$ cat src/rtl/core/gpio_bid_pkg.sv
// shared types and constants for the gpio bank interrupt detector
// no dependencies; imported by the lane, merge and top-level modules
package gpio_bid_pkg;

  localparam int BANK_WIDTH = 32;
  localparam int DATA_W     = 32;
  localparam int PIN_IDX_W  = 6;
  localparam int CFG_IDX_W  = 2;
  localparam int CMD_W      = 3;

  localparam logic [PIN_IDX_W-1:0] NO_PIN = PIN_IDX_W'(32);

  typedef enum logic [CMD_W-1:0] {
    CMD_SAMPLE  = 3'd0,
    CMD_ENABLE  = 3'd1,
    CMD_DISABLE = 3'd2,
    CMD_ACK     = 3'd3,
    CMD_READ    = 3'd4
  } cmd_t;

  typedef enum logic [CFG_IDX_W-1:0] {
    REG_LEVEL_SENSE    = 2'd0,
    REG_BOTH_EDGES     = 2'd1,
    REG_EVENT_POLARITY = 2'd2
  } cfg_reg_t;

  // decoded command strobes, shared by all lanes
  typedef struct packed {
    logic sample;
    logic enable;
    logic dis;
    logic ack;
  } lane_ctrl_t;

  // per-pin configuration bits
  typedef struct packed {
    logic level_sense;
    logic both_edges;
    logic polarity;
  } pin_cfg_t;

endpackage

$ cat src/rtl/core/gpio_bank_interrupt_detector_core.sv
// gpio bank interrupt detector: one lane per pin, merge stage, output register
// depends on gpio_bid_pkg, gpio_bid_lane and gpio_bid_merge
//
// usage:
//   input channel (in_valid/in_ready) carries one command per transfer:
//   sample pins, enable, disable, acknowledge or read status; codes 5 to 7
//   act as read status. every command yields exactly one result transfer
//   on the output channel (out_valid/out_ready) with raw status, masked
//   status, interrupt line and lowest pending pin (32 when none).
//   config channel (cfg_valid/cfg_ready) writes level sense, both edges and
//   event polarity registers; cfg_ready is always high, unknown indexes
//   are dropped. write config only while no command is in flight.
//   latency: result is visible the cycle after the input transfer.
//   throughput: one command per cycle while the receiver is ready; every pin is handled by its own
//   lane in that same cycle and the state update plus priority encode
//   fit between the input transfer and the output register.
//   stall: in_ready follows out_ready while a result is held, so a stalled
//   receiver stops input with nothing lost.
//   reset (synchronous rst_n low) clears the config registers, edge latches,
//   previous levels, enables and the output valid; result registers are not reset.
module gpio_bank_interrupt_detector_core (
  input  logic                                clk,
  input  logic                                rst_n,
  input  logic                                in_valid,
  output logic                                in_ready,
  input  logic [gpio_bid_pkg::CMD_W-1:0]      in_command,
  input  logic [gpio_bid_pkg::DATA_W-1:0]     in_pin_levels,
  input  logic [gpio_bid_pkg::DATA_W-1:0]     in_bit_select,
  output logic                                out_valid,
  input  logic                                out_ready,
  output logic [gpio_bid_pkg::DATA_W-1:0]     out_raw_status,
  output logic [gpio_bid_pkg::DATA_W-1:0]     out_masked_status,
  output logic                                out_interrupt_out,
  output logic [gpio_bid_pkg::PIN_IDX_W-1:0]  out_lowest_pending_pin,
  input  logic                                cfg_valid,
  output logic                                cfg_ready,
  input  logic [gpio_bid_pkg::CFG_IDX_W-1:0]  cfg_index,
  input  logic [gpio_bid_pkg::DATA_W-1:0]     cfg_data
);
  import gpio_bid_pkg::*;

  logic [BANK_WIDTH-1:0] level_sense_r;
  logic [BANK_WIDTH-1:0] both_edges_r;
  logic [BANK_WIDTH-1:0] polarity_r;

  logic                  accept;
  lane_ctrl_t            ctrl;
  cmd_t                  cmd;
  logic [DATA_W-1:0]     raw_vec;
  logic [DATA_W-1:0]     masked_vec;
  logic                  irq;
  logic [PIN_IDX_W-1:0]  lowest_pin;

  logic                  out_valid_r, out_valid_nxt;
  logic [DATA_W-1:0]     raw_r;
  logic [DATA_W-1:0]     masked_r;
  logic                  irq_r;
  logic [PIN_IDX_W-1:0]  lowest_r;

  assign cfg_ready = 1'b1;
  assign in_ready  = !out_valid_r || out_ready;
  assign accept    = in_valid && in_ready;
  assign cmd       = cmd_t'(in_command);

  always_ff @(posedge clk) begin
    if (!rst_n) begin
      level_sense_r <= '0;
      both_edges_r  <= '0;
      polarity_r    <= '0;
    end else if (cfg_valid) begin
      unique case (cfg_reg_t'(cfg_index))
        REG_LEVEL_SENSE:    level_sense_r <= cfg_data[BANK_WIDTH-1:0];
        REG_BOTH_EDGES:     both_edges_r  <= cfg_data[BANK_WIDTH-1:0];
        REG_EVENT_POLARITY: polarity_r    <= cfg_data[BANK_WIDTH-1:0];
        default: ;
      endcase
    end
  end

  // command decode; unused codes leave state alone
  always_comb begin
    ctrl = '0;
    unique case (cmd)
      CMD_SAMPLE:  ctrl.sample = 1'b1;
      CMD_ENABLE:  ctrl.enable = 1'b1;
      CMD_DISABLE: ctrl.dis    = 1'b1;
      CMD_ACK:     ctrl.ack    = 1'b1;
      default: ;
    endcase
  end

  for (genvar p = 0; p < BANK_WIDTH; p++) begin : g_lane
    pin_cfg_t pin_cfg;
    assign pin_cfg = '{level_sense: level_sense_r[p],
                       both_edges:  both_edges_r[p],
                       polarity:    polarity_r[p]};
    gpio_bid_lane u_lane (
      .clk        (clk),
      .rst_n      (rst_n),
      .accept     (accept),
      .ctrl       (ctrl),
      .pin_cfg    (pin_cfg),
      .level      (in_pin_levels[p]),
      .sel        (in_bit_select[p]),
      .raw_nxt    (raw_vec[p]),
      .masked_nxt (masked_vec[p])
    );
  end

  // pins beyond the bank read as zero
  if (BANK_WIDTH < DATA_W) begin : g_pad
    assign raw_vec[DATA_W-1:BANK_WIDTH]    = '0;
    assign masked_vec[DATA_W-1:BANK_WIDTH] = '0;
  end

  gpio_bid_merge u_merge (
    .masked     (masked_vec),
    .irq        (irq),
    .lowest_pin (lowest_pin)
  );

  always_comb begin
    out_valid_nxt = out_valid_r;
    if (accept) begin
      out_valid_nxt = 1'b1;
    end else if (out_ready) begin
      out_valid_nxt = 1'b0;
    end
  end

  always_ff @(posedge clk) begin
    if (!rst_n) begin
      out_valid_r <= 1'b0;
    end else begin
      out_valid_r <= out_valid_nxt;
    end
  end

  always_ff @(posedge clk) begin
    if (accept) begin
      raw_r    <= raw_vec;
      masked_r <= masked_vec;
      irq_r    <= irq;
      lowest_r <= lowest_pin;
    end
  end

  assign out_valid              = out_valid_r;
  assign out_raw_status         = raw_r;
  assign out_masked_status      = masked_r;
  assign out_interrupt_out      = irq_r;
  assign out_lowest_pending_pin = lowest_r;

`ifndef NO_ASSERTIONS
  a_result_follows: assert property (@(posedge clk) disable iff (!rst_n)
    in_valid && in_ready |=> out_valid)
    else $error("no result after input transfer");

  a_irq_matches: assert property (@(posedge clk) disable iff (!rst_n)
    out_valid |-> (out_interrupt_out == (out_masked_status != '0)))
    else $error("interrupt line disagrees with masked status");

  a_masked_subset: assert property (@(posedge clk) disable iff (!rst_n)
    out_valid |-> ((out_masked_status & ~out_raw_status) == '0))
    else $error("masked status bit without raw status");

  a_lowest_set: assert property (@(posedge clk) disable iff (!rst_n)
    out_valid && out_interrupt_out |->
      out_masked_status[out_lowest_pending_pin[4:0]] && !out_lowest_pending_pin[5])
    else $error("lowest pending pin not set in masked status");
`endif

endmodule

$ cat src/rtl/core/gpio_bid_lane.sv
// one pin lane: edge detection, edge latch, enable bit and status for one pin
// depends on gpio_bid_pkg
module gpio_bid_lane (
  input  logic                     clk,
  input  logic                     rst_n,
  input  logic                     accept,
  input  gpio_bid_pkg::lane_ctrl_t ctrl,
  input  gpio_bid_pkg::pin_cfg_t   pin_cfg,
  input  logic                     level,
  input  logic                     sel,
  output logic                     raw_nxt,
  output logic                     masked_nxt
);
  import gpio_bid_pkg::*;

  logic prev_r, prev_nxt;
  logic latch_r, latch_nxt;
  logic en_r, en_nxt;
  logic rising, falling, fired;

  assign rising  = level & ~prev_r;
  assign falling = prev_r & ~level;
  assign fired   = pin_cfg.both_edges ? (rising | falling)
                                      : (pin_cfg.polarity ? rising : falling);

  always_comb begin
    prev_nxt  = prev_r;
    latch_nxt = latch_r;
    en_nxt    = en_r;
    if (ctrl.sample) begin
      prev_nxt  = level;
      latch_nxt = latch_r | (fired & ~pin_cfg.level_sense);
    end
    if (ctrl.ack && sel) begin
      latch_nxt = 1'b0;
    end
    if (ctrl.enable && sel) begin
      en_nxt = 1'b1;
    end
    if (ctrl.dis && sel) begin
      en_nxt = 1'b0;
    end
  end

  // level pins report a live match, edge pins the latch
  assign raw_nxt    = pin_cfg.level_sense ? (prev_nxt == pin_cfg.polarity) : latch_nxt;
  assign masked_nxt = raw_nxt & en_nxt;

  always_ff @(posedge clk) begin
    if (!rst_n) begin
      prev_r  <= 1'b0;
      latch_r <= 1'b0;
      en_r    <= 1'b0;
    end else if (accept) begin
      prev_r  <= prev_nxt;
      latch_r <= latch_nxt;
      en_r    <= en_nxt;
    end
  end

endmodule

$ cat src/rtl/core/gpio_bid_merge.sv
// merges lane results: interrupt line and lowest pending pin index
// depends on gpio_bid_pkg
module gpio_bid_merge (
  input  logic [gpio_bid_pkg::DATA_W-1:0]    masked,
  output logic                               irq,
  output logic [gpio_bid_pkg::PIN_IDX_W-1:0] lowest_pin
);
  import gpio_bid_pkg::*;

  localparam int GRP_SIZE = 8;
  localparam int N_GRP    = (DATA_W + GRP_SIZE - 1) / GRP_SIZE;
  localparam int PAD_W    = N_GRP * GRP_SIZE;

  logic [PAD_W-1:0] padded;
  logic [N_GRP-1:0] grp_any;
  logic [2:0]       grp_idx [N_GRP];

  assign padded = PAD_W'(masked);

  // first level: lowest set bit within each group of eight
  always_comb begin
    for (int g = 0; g < N_GRP; g++) begin
      grp_any[g] = |padded[g*GRP_SIZE +: GRP_SIZE];
      grp_idx[g] = 3'd0;
      for (int b = GRP_SIZE - 1; b >= 0; b--) begin
        if (padded[g*GRP_SIZE + b]) begin
          grp_idx[g] = 3'(b);
        end
      end
    end
  end

  // second level: lowest group that has a set bit
  always_comb begin
    lowest_pin = NO_PIN;
    for (int g = N_GRP - 1; g >= 0; g--) begin
      if (grp_any[g]) begin
        lowest_pin = PIN_IDX_W'(g * GRP_SIZE) | PIN_IDX_W'(grp_idx[g]);
      end
    end
  end

  assign irq = |grp_any;

endmodule
$ cat config.mk
export PLATFORM = sky130hd
export DESIGN_NAME = gpio_bank_interrupt_detector_core
export DESIGN_NICKNAME = d
export VERILOG_FILES = /design/src/rtl/core/gpio_bid_pkg.sv /design/src/rtl/core/gpio_bank_interrupt_detector_core.sv /design/src/rtl/core/gpio_bid_lane.sv /design/src/rtl/core/gpio_bid_merge.sv
export SDC_FILE = /design/constraint.sdc
export NUM_CORES = 1
export LEC_CHECK = 0
export ABC_CLOCK_PERIOD_IN_PS = 4750
export BUFFER_PORTS_ARGS = -buffer_cell sky130_fd_sc_hd__buf_2
export CORE_MARGIN = 5
export CORE_UTILIZATION = 43
export DETAILED_ROUTE_END_ITERATION = 8
export GPL_TIMING_DRIVEN = 0
export PLACE_DENSITY_LB_ADDON = 0.1
export SYNTH_ARGS = -nofsm -noshare
export SYNTH_HDL_FRONTEND = slang
export SYNTH_SLANG_ARGS = --single-unit
$ cat constraint.sdc
create_clock -name clk -period 4.75 [get_ports clk]
set_input_delay 1.1875 -clock clk [delete_from_list [all_inputs] [get_ports clk]]
set_output_delay 1.1875 -clock clk [all_outputs]
set_load 0.005 [all_outputs]
; Yosys cells after proc, flatten, opt, wreduce, memory -nomap -nowiden
; Index checks and enable logic that the tools add are counted.
[op_classes]
eq_ne = 37
muxes = 298
bitwise = 288
n_reduce_logical = 112
[ops]
columns = operator, count
row1 = 2-to-1 mux 1 bit, 262
row2 = bitwise AND 1 bit, 128
row3 = 2-to-1 mux 3 bit, 33
row4 = logical AND 1 bit, 97
row5 = NOT 1 bit, 96
row6 = bitwise OR 1 bit, 64
row7 = == test 1 bit, 32
row8 = OR reduction 32 bit, 1
row9 = OR reduction 8 bit, 4
row10 = OR reduction 24 bit, 1
row11 = OR reduction 16 bit, 1
row12 = == test 3 x 2 -> 1 bit (second input constant), 2
row13 = 2-to-1 mux 6 bit, 1
row14 = AND reduction 2 bit, 3
row15 = 2-to-1 mux 5 bit, 1
row16 = 2-to-1 mux 4 bit, 1
row17 = == test 3 x 1 -> 1 bit (second input constant), 1
row18 = logical NOT 3 bit, 1
row19 = == test 2 x 1 -> 1 bit (second input constant), 1
row20 = == test 2 bit (second input constant), 1
row21 = logical NOT 2 bit, 1
row22 = nonzero test 2 bit, 1
row23 = logical NOT 1 bit, 1
row24 = logical OR 1 bit, 1
[totals]
regBits = 264
input_bits = 106
out_inout_bits = 74
wordCells = 842

; Logic depth before layout (Yosys ltp)
[depth]
word_depth = 22
mapped_depth = 14
depth_no_buf = 12

; Cells and area by module
; From an unflattened synthesis, not the netlist that was laid out.
[unflattened]
cells_unflattened = 1521
area_unflattened_um2 = 13799.5
[by_module_without_submodules]
columns = module, instances, cells_each, area_per_inst_um2, seq_area_each_um2
row1 = gpio_bid_lane, 32, 32, 236.5, 60.1
row2 = gpio_bank_interrupt_detector_core, 1, 431, 5854.4, 4073.9
row3 = gpio_bid_merge, 1, 66, 377.9, 0.0

; Worst setup path after synthesis
; Ideal clock, no wire load.
[synth_path]
path_type = input to register
start = in out_ready
end = reg g_lane[17].u_lane.latch_r
setup_time_ps = 95
t_arrival_ps = 3902
t_required_ps = 4655
path_slack_ps = 753
path_stages = 7
path_buffers = 1
path_cell_list = nand2b_1 > nand2_1 > inv_1 > nand2_1 > clkbuf_1 > or3_1 > a221oi_1
[synth_between]
elab_chain_cells = 2
[synth_lines]
columns = item, line
row1 = "start, declared", gpio_bank_interrupt_detector_core.sv:30  ; input logic out_ready,
row2 = logical OR 1 bit, gpio_bank_interrupt_detector_core.sv:61  ; assign in_ready = !out_valid_r || out_ready;
row3 = logical AND 1 bit, gpio_bank_interrupt_detector_core.sv:62  ; assign accept = in_valid && in_ready;
row4 = net accept, gpio_bank_interrupt_detector_core.sv:46  ; logic accept;
row5 = "end signal, assigned", gpio_bid_lane.sv:56  ; latch_r <= latch_nxt;
row6 = "end, declared", gpio_bid_lane.sv:17  ; logic latch_r, latch_nxt;
; The timed path passes the listed nets, and every way through them passes these cells.
; A chain may end at the register's enable or synchronous reset.

; Worst setup path after layout
[layout_path]
start = in in_command[1] (netlist bit)
end = reg lowest_r[0], in the netlist out_lowest_pending_pin[0] (data pin)
[layout_between]
elab_chain_cells = 18
word_cells_on_any_way = 400
cone_classes = eq/ne: 35 / mux: 232 / bitwise: 32 / reduce/logical: 101
[layout_lines]
columns = item, line
row1 = "start, declared", gpio_bank_interrupt_detector_core.sv:26  ; input logic [gpio_bid_pkg::CMD_W-1:0] in_command,
row2 = logical NOT 3 bit (tied with other cells), gpio_bank_interrupt_detector_core.sv:83  ; unique case (cmd)
row3 = 2-to-1 mux 1 bit, gpio_bank_interrupt_detector_core.sv:83
row4 = 2-to-1 mux 1 bit (tied with other cells), gpio_bid_lane.sv:30  ; if (ctrl.sample) begin
row5 = 2-to-1 mux 1 bit (tied with other cells), gpio_bid_lane.sv:34  ; if (ctrl.ack && sel) begin
row6 = 2-to-1 mux 1 bit (on tied branches), "gpio_bid_lane.sv:46, gpio_bid_lane.sv:40"
row7 = bitwise AND 1 bit, gpio_bid_lane.sv:47  ; assign masked_nxt = raw_nxt & en_nxt;
row8 = 2-to-1 mux 3 bit (8 in series), gpio_bid_merge.sv:26  ; if (padded[g*GRP_SIZE + b]) begin
row9 = 2-to-1 mux 6 bit, gpio_bid_merge.sv:37  ; if (grp_any[g]) begin
row10 = 2-to-1 mux 5 bit, gpio_bid_merge.sv:37
row11 = 2-to-1 mux 4 bit, gpio_bid_merge.sv:37
row12 = 2-to-1 mux 3 bit *, gpio_bid_merge.sv:37
row13 = net lowest_pin[0], gpio_bank_interrupt_detector_core.sv:52  ; logic [PIN_IDX_W-1:0] lowest_pin;
row14 = "end signal, assigned", gpio_bank_interrupt_detector_core.sv:144  ; lowest_r <= lowest_pin;
row15 = "end, declared", gpio_bank_interrupt_detector_core.sv:58  ; logic [PIN_IDX_W-1:0] lowest_r;
; Mark *: on every way through the listed nets, which the timed path passes. The rest lies on a longest branch.

==> flow_summary.yaml <==
placement:
  hpwl_mm: 34.5
  dpl-instance-area_sq_um: 15200
  placed_cells: 2157
  gp_congestion: 0.880
  port-buffer-count: 177
global_route:
  grt_max_degree: 54
  grt_pass1_vias: 11700
  antenna_found_initial: 6
  grt_use_total: 0.264
  grt_pass1_wl_mm: 72.0
  grt.overflow.total: 0
sta:
  fin_skew_ps: 6.70
  fmax_mhz: 218
  hold_viol: 0
  post-route-period-util: 0.964
  rsz0062_at_grt: "no"
  worstMarginPinSlew_ps: 1200
  period_needed_ps: 4580
  setup_tns_ps: 0
  slew_viol_final: 0
  setup_viol: 0
  relSlewSlack: 0.198
synth:
  synth_nets: 1747
  yosys_warnings: 0
  ys_seq_area_frac: 0.435
  synthesis.instances: 1577
  ys_ff_latch: 264
  yosysUniqueCellTypes: 79
  netlist_area_sq_um: 13800
  synth_ff_type: "dfxtp_1"
  synthArstFlopShare: 0
  synth_edf_count: 71
  avgSynthCellArea_sq_um: 8.74
setup_path:
  cp_max_fo: 10
  rr_startpoint: "g_lane[30].u_lane.prev_r$_SDFFE_PN0P_"
  arrival_ps: 4980
  r2r_setup_slack_ps: 1340
  crit_path_end_kind: "flip-flop"
  critPathKind: "input pin to flip-flop"
  cp-start-kind: "input pin"
  rr_endpoint: "out_lowest_pending_pin[1]$_DFFE_PP_"
  reg2reg_depth: 10
  required_ps: 5150
floorplanning:
  rows: 65
  start_util: 0.436
  dieArea_sq_um: 35700
  dieWidth_microns: 189
  io_pins: 180
  fp.dieH_microns: 189
  core_sq_um: 31600
clocking:
  clk-insertion-delay-late_ps: 560
  path_clk_slew_ps: 60
  cts.sinks: 264
  ctsRootBufferMaster: "clkbuf_16"
  cts_tree: "done"
  h-tree-depth: 1
  cts_buffers: 30
  ctsHoldBuffers: 0
  cts_buffer_depth: 3
power_and_ir_drop:
  ir_worst_vdd_uv: 273
  p_leak_nw: 6.50
  power_density_nw_per_um2: 331
cells_and_area:
  final_nets: 1961
  final_cells: 2218
  final_area_sq_um: 16200
  area_growth_pct: 17.8
  fill_cells: 3059
  drive_above_1_share: 0.174
routing:
  firstDrtPassIters: 5
  wire_per_inst_microns: 22.2
  drt-initial-drc-count: 1159
  vias: 12600
  drcViolationCount: 0
  finalWirelength_mm: 49.2
  post_drt_via_cell_ratio: 5.70
  ant_nets: 0
min_path:
  hp-class: "flip-flop to flip-flop"
  worstHoldStart: "both_edges_r[2]$_SDFFE_PN0P_"
  hold_depth: 2
  whs_endpoint: "both_edges_r[2]$_SDFFE_PN0P_"
outcome:
  status: "complete, no violations"
job:
  maxCapViolCount: 0
-- cell usage after synthesis, types with 22 or more instances --
cell type	count	share of area
nand2_1	307	0.084
a21oi_1	248	0.090
dfxtp_1	193	0.28
inv_1	112	0.031
edfxtp_1	71	0.15
ha_1	64	0.058
clkbuf_1	62	0.017
a211oi_1	50	0.027
nor2_1	42	0.011
o21ai_0	36	0.013
mux2_2	29	0.024
o211ai_1	25	0.014
mux2i_1	22	0.016
xnor2_1	22	0.014
-- through the flow --
step                      hold WS, ps   util  setup WS [ps]  total power [W]
after floorplan                   444      -            753          0.00275
after global placement            456  0.479          -1550          0.00302
after detailed placement          461  0.480           -810          0.00303
after CTS                         471  0.512           52.3          0.00540
after global routing              494  0.513            107          0.00556
final                             469  0.513            173          0.00538
-- cells in the final DEF, fill, tap and decap left out, types with 5 or more instances in the layout --
cell type and count:
nor2b_1 13, clkbuf_16 31, and2_1 7, nor2_1 42
or2_2 5, a22o_1 8, o211ai_1 25, nand2_1 307
nand2b_1 11, mux2i_1 22, xnor2_1 22, a221oi_1 17
clkbuf_1 75, mux2_2 29, buf_4 10, o31ai_1 7
clkinv_2 7, a31oi_1 11, and3b_1 6, o211a_1 10
and3_1 12, a221o_1 11, buf_2 186, inv_1 111
a21o_1 21, nand3_1 21, o21a_1 5, ha_1 64
a21oi_1 248, edfxtp_1 71, a211oi_1 50, or3b_2 18
o21ai_0 36, or3_1 6, nor4bb_1 7, dfxtp_1 193
-- what timing repair did --
item / in CTS / in global routing
buffers inserted: 0 / 4
endpoints found under the setup margin: 3 / 1
pin swaps: 0 / 1
gates resized for setup: 1 / 1
-- registers in the layout (all words and copies together) (netlist names) --
name,cells
both_edges_r,32
g_lane.u_lane.en_r,32
g_lane.u_lane.latch_r,32
g_lane.u_lane.prev_r,32
level_sense_r,32
out_interrupt_out,1
out_lowest_pending_pin,6
out_masked_status,32
out_raw_status,32
out_valid,1
polarity_r,32
-- routing by layer --
metal,share of wire,wire length (microns),global-route usage,vias up
li1,-,-,-,6022
met1,0.43,21100,0.360,6011
met2,0.45,22200,0.424,500
met3,0.089,4370,0.0500,99
met4,0.030,1500,0.0852,10
met5,0.0013,62,0,-
-- logic make-up after synthesis --
family                   count (synthesis)  share of synthesized area
buffers and inverters                  198                     0.0594
XOR/XNOR                                22                     0.0140
adder cells (fa/ha/maj)                 64                     0.0581
other                                    1                   0.000272
multiplexers                            51                     0.0397
flip-flops                             264                      0.435
AND/OR/NAND/NOR                        486                      0.168
AO/OA/AOI/OAI                          491                      0.225
-- critical path: stages --
cell and delay [ps]:
buf_2 170, nor3_4 470, buf_2 480, buf_2 440, o211ai_1 220, a2111oi_0 550
a31oi_1 190, a21boi_0 180, o31ai_1 630, a32oi_1 200, o221ai_2 230
-- where the power goes --
group          leakage, nW  total [W]  switching, W  internal, W
Sequential            2.28    0.00244     0.0000457      0.00239
Combinational         3.73   0.000553      0.000360     0.000193
Clock                0.488    0.00239      0.000962      0.00143
Total                 6.50    0.00538       0.00137      0.00401
-- how the worst max path moves through the flow --
stage	cells after the start	end	slack [ps]	startpoint
after floorplan	7	g_lane[17].u_lane.latch_r$_SDFFE_PN0P_	750	out_ready
after global placement	9	g_lane[2].u_lane.prev_r$_SDFFE_PN0P_	-1550	out_ready
after detailed placement	12	out_lowest_pending_pin[1]$_DFFE_PP_	-810	in_command[1]
after CTS	12	out_lowest_pending_pin[1]$_DFFE_PP_	50	in_command[1]
after global routing	11	out_lowest_pending_pin[0]$_DFFE_PP_	110	in_command[1]
final	11	out_lowest_pending_pin[0]$_DFFE_PP_	170	in_command[1]
-- area by class of cell --
cell class                 count  area [sq um]  area share
antenna                        1          2.50    0.000154
clock buffer                  45           838      0.0516
clock inverter                11           155     0.00956
sequential                   264          6000       0.369
inverter                     113           427      0.0263
timing repair buffer         182           943      0.0581
tap                          402           503      0.0310
multi-input combinational   1115          6980       0.430
buffer                        85           394      0.0243
Note: power is estimated with default switching activity, not from simulation.
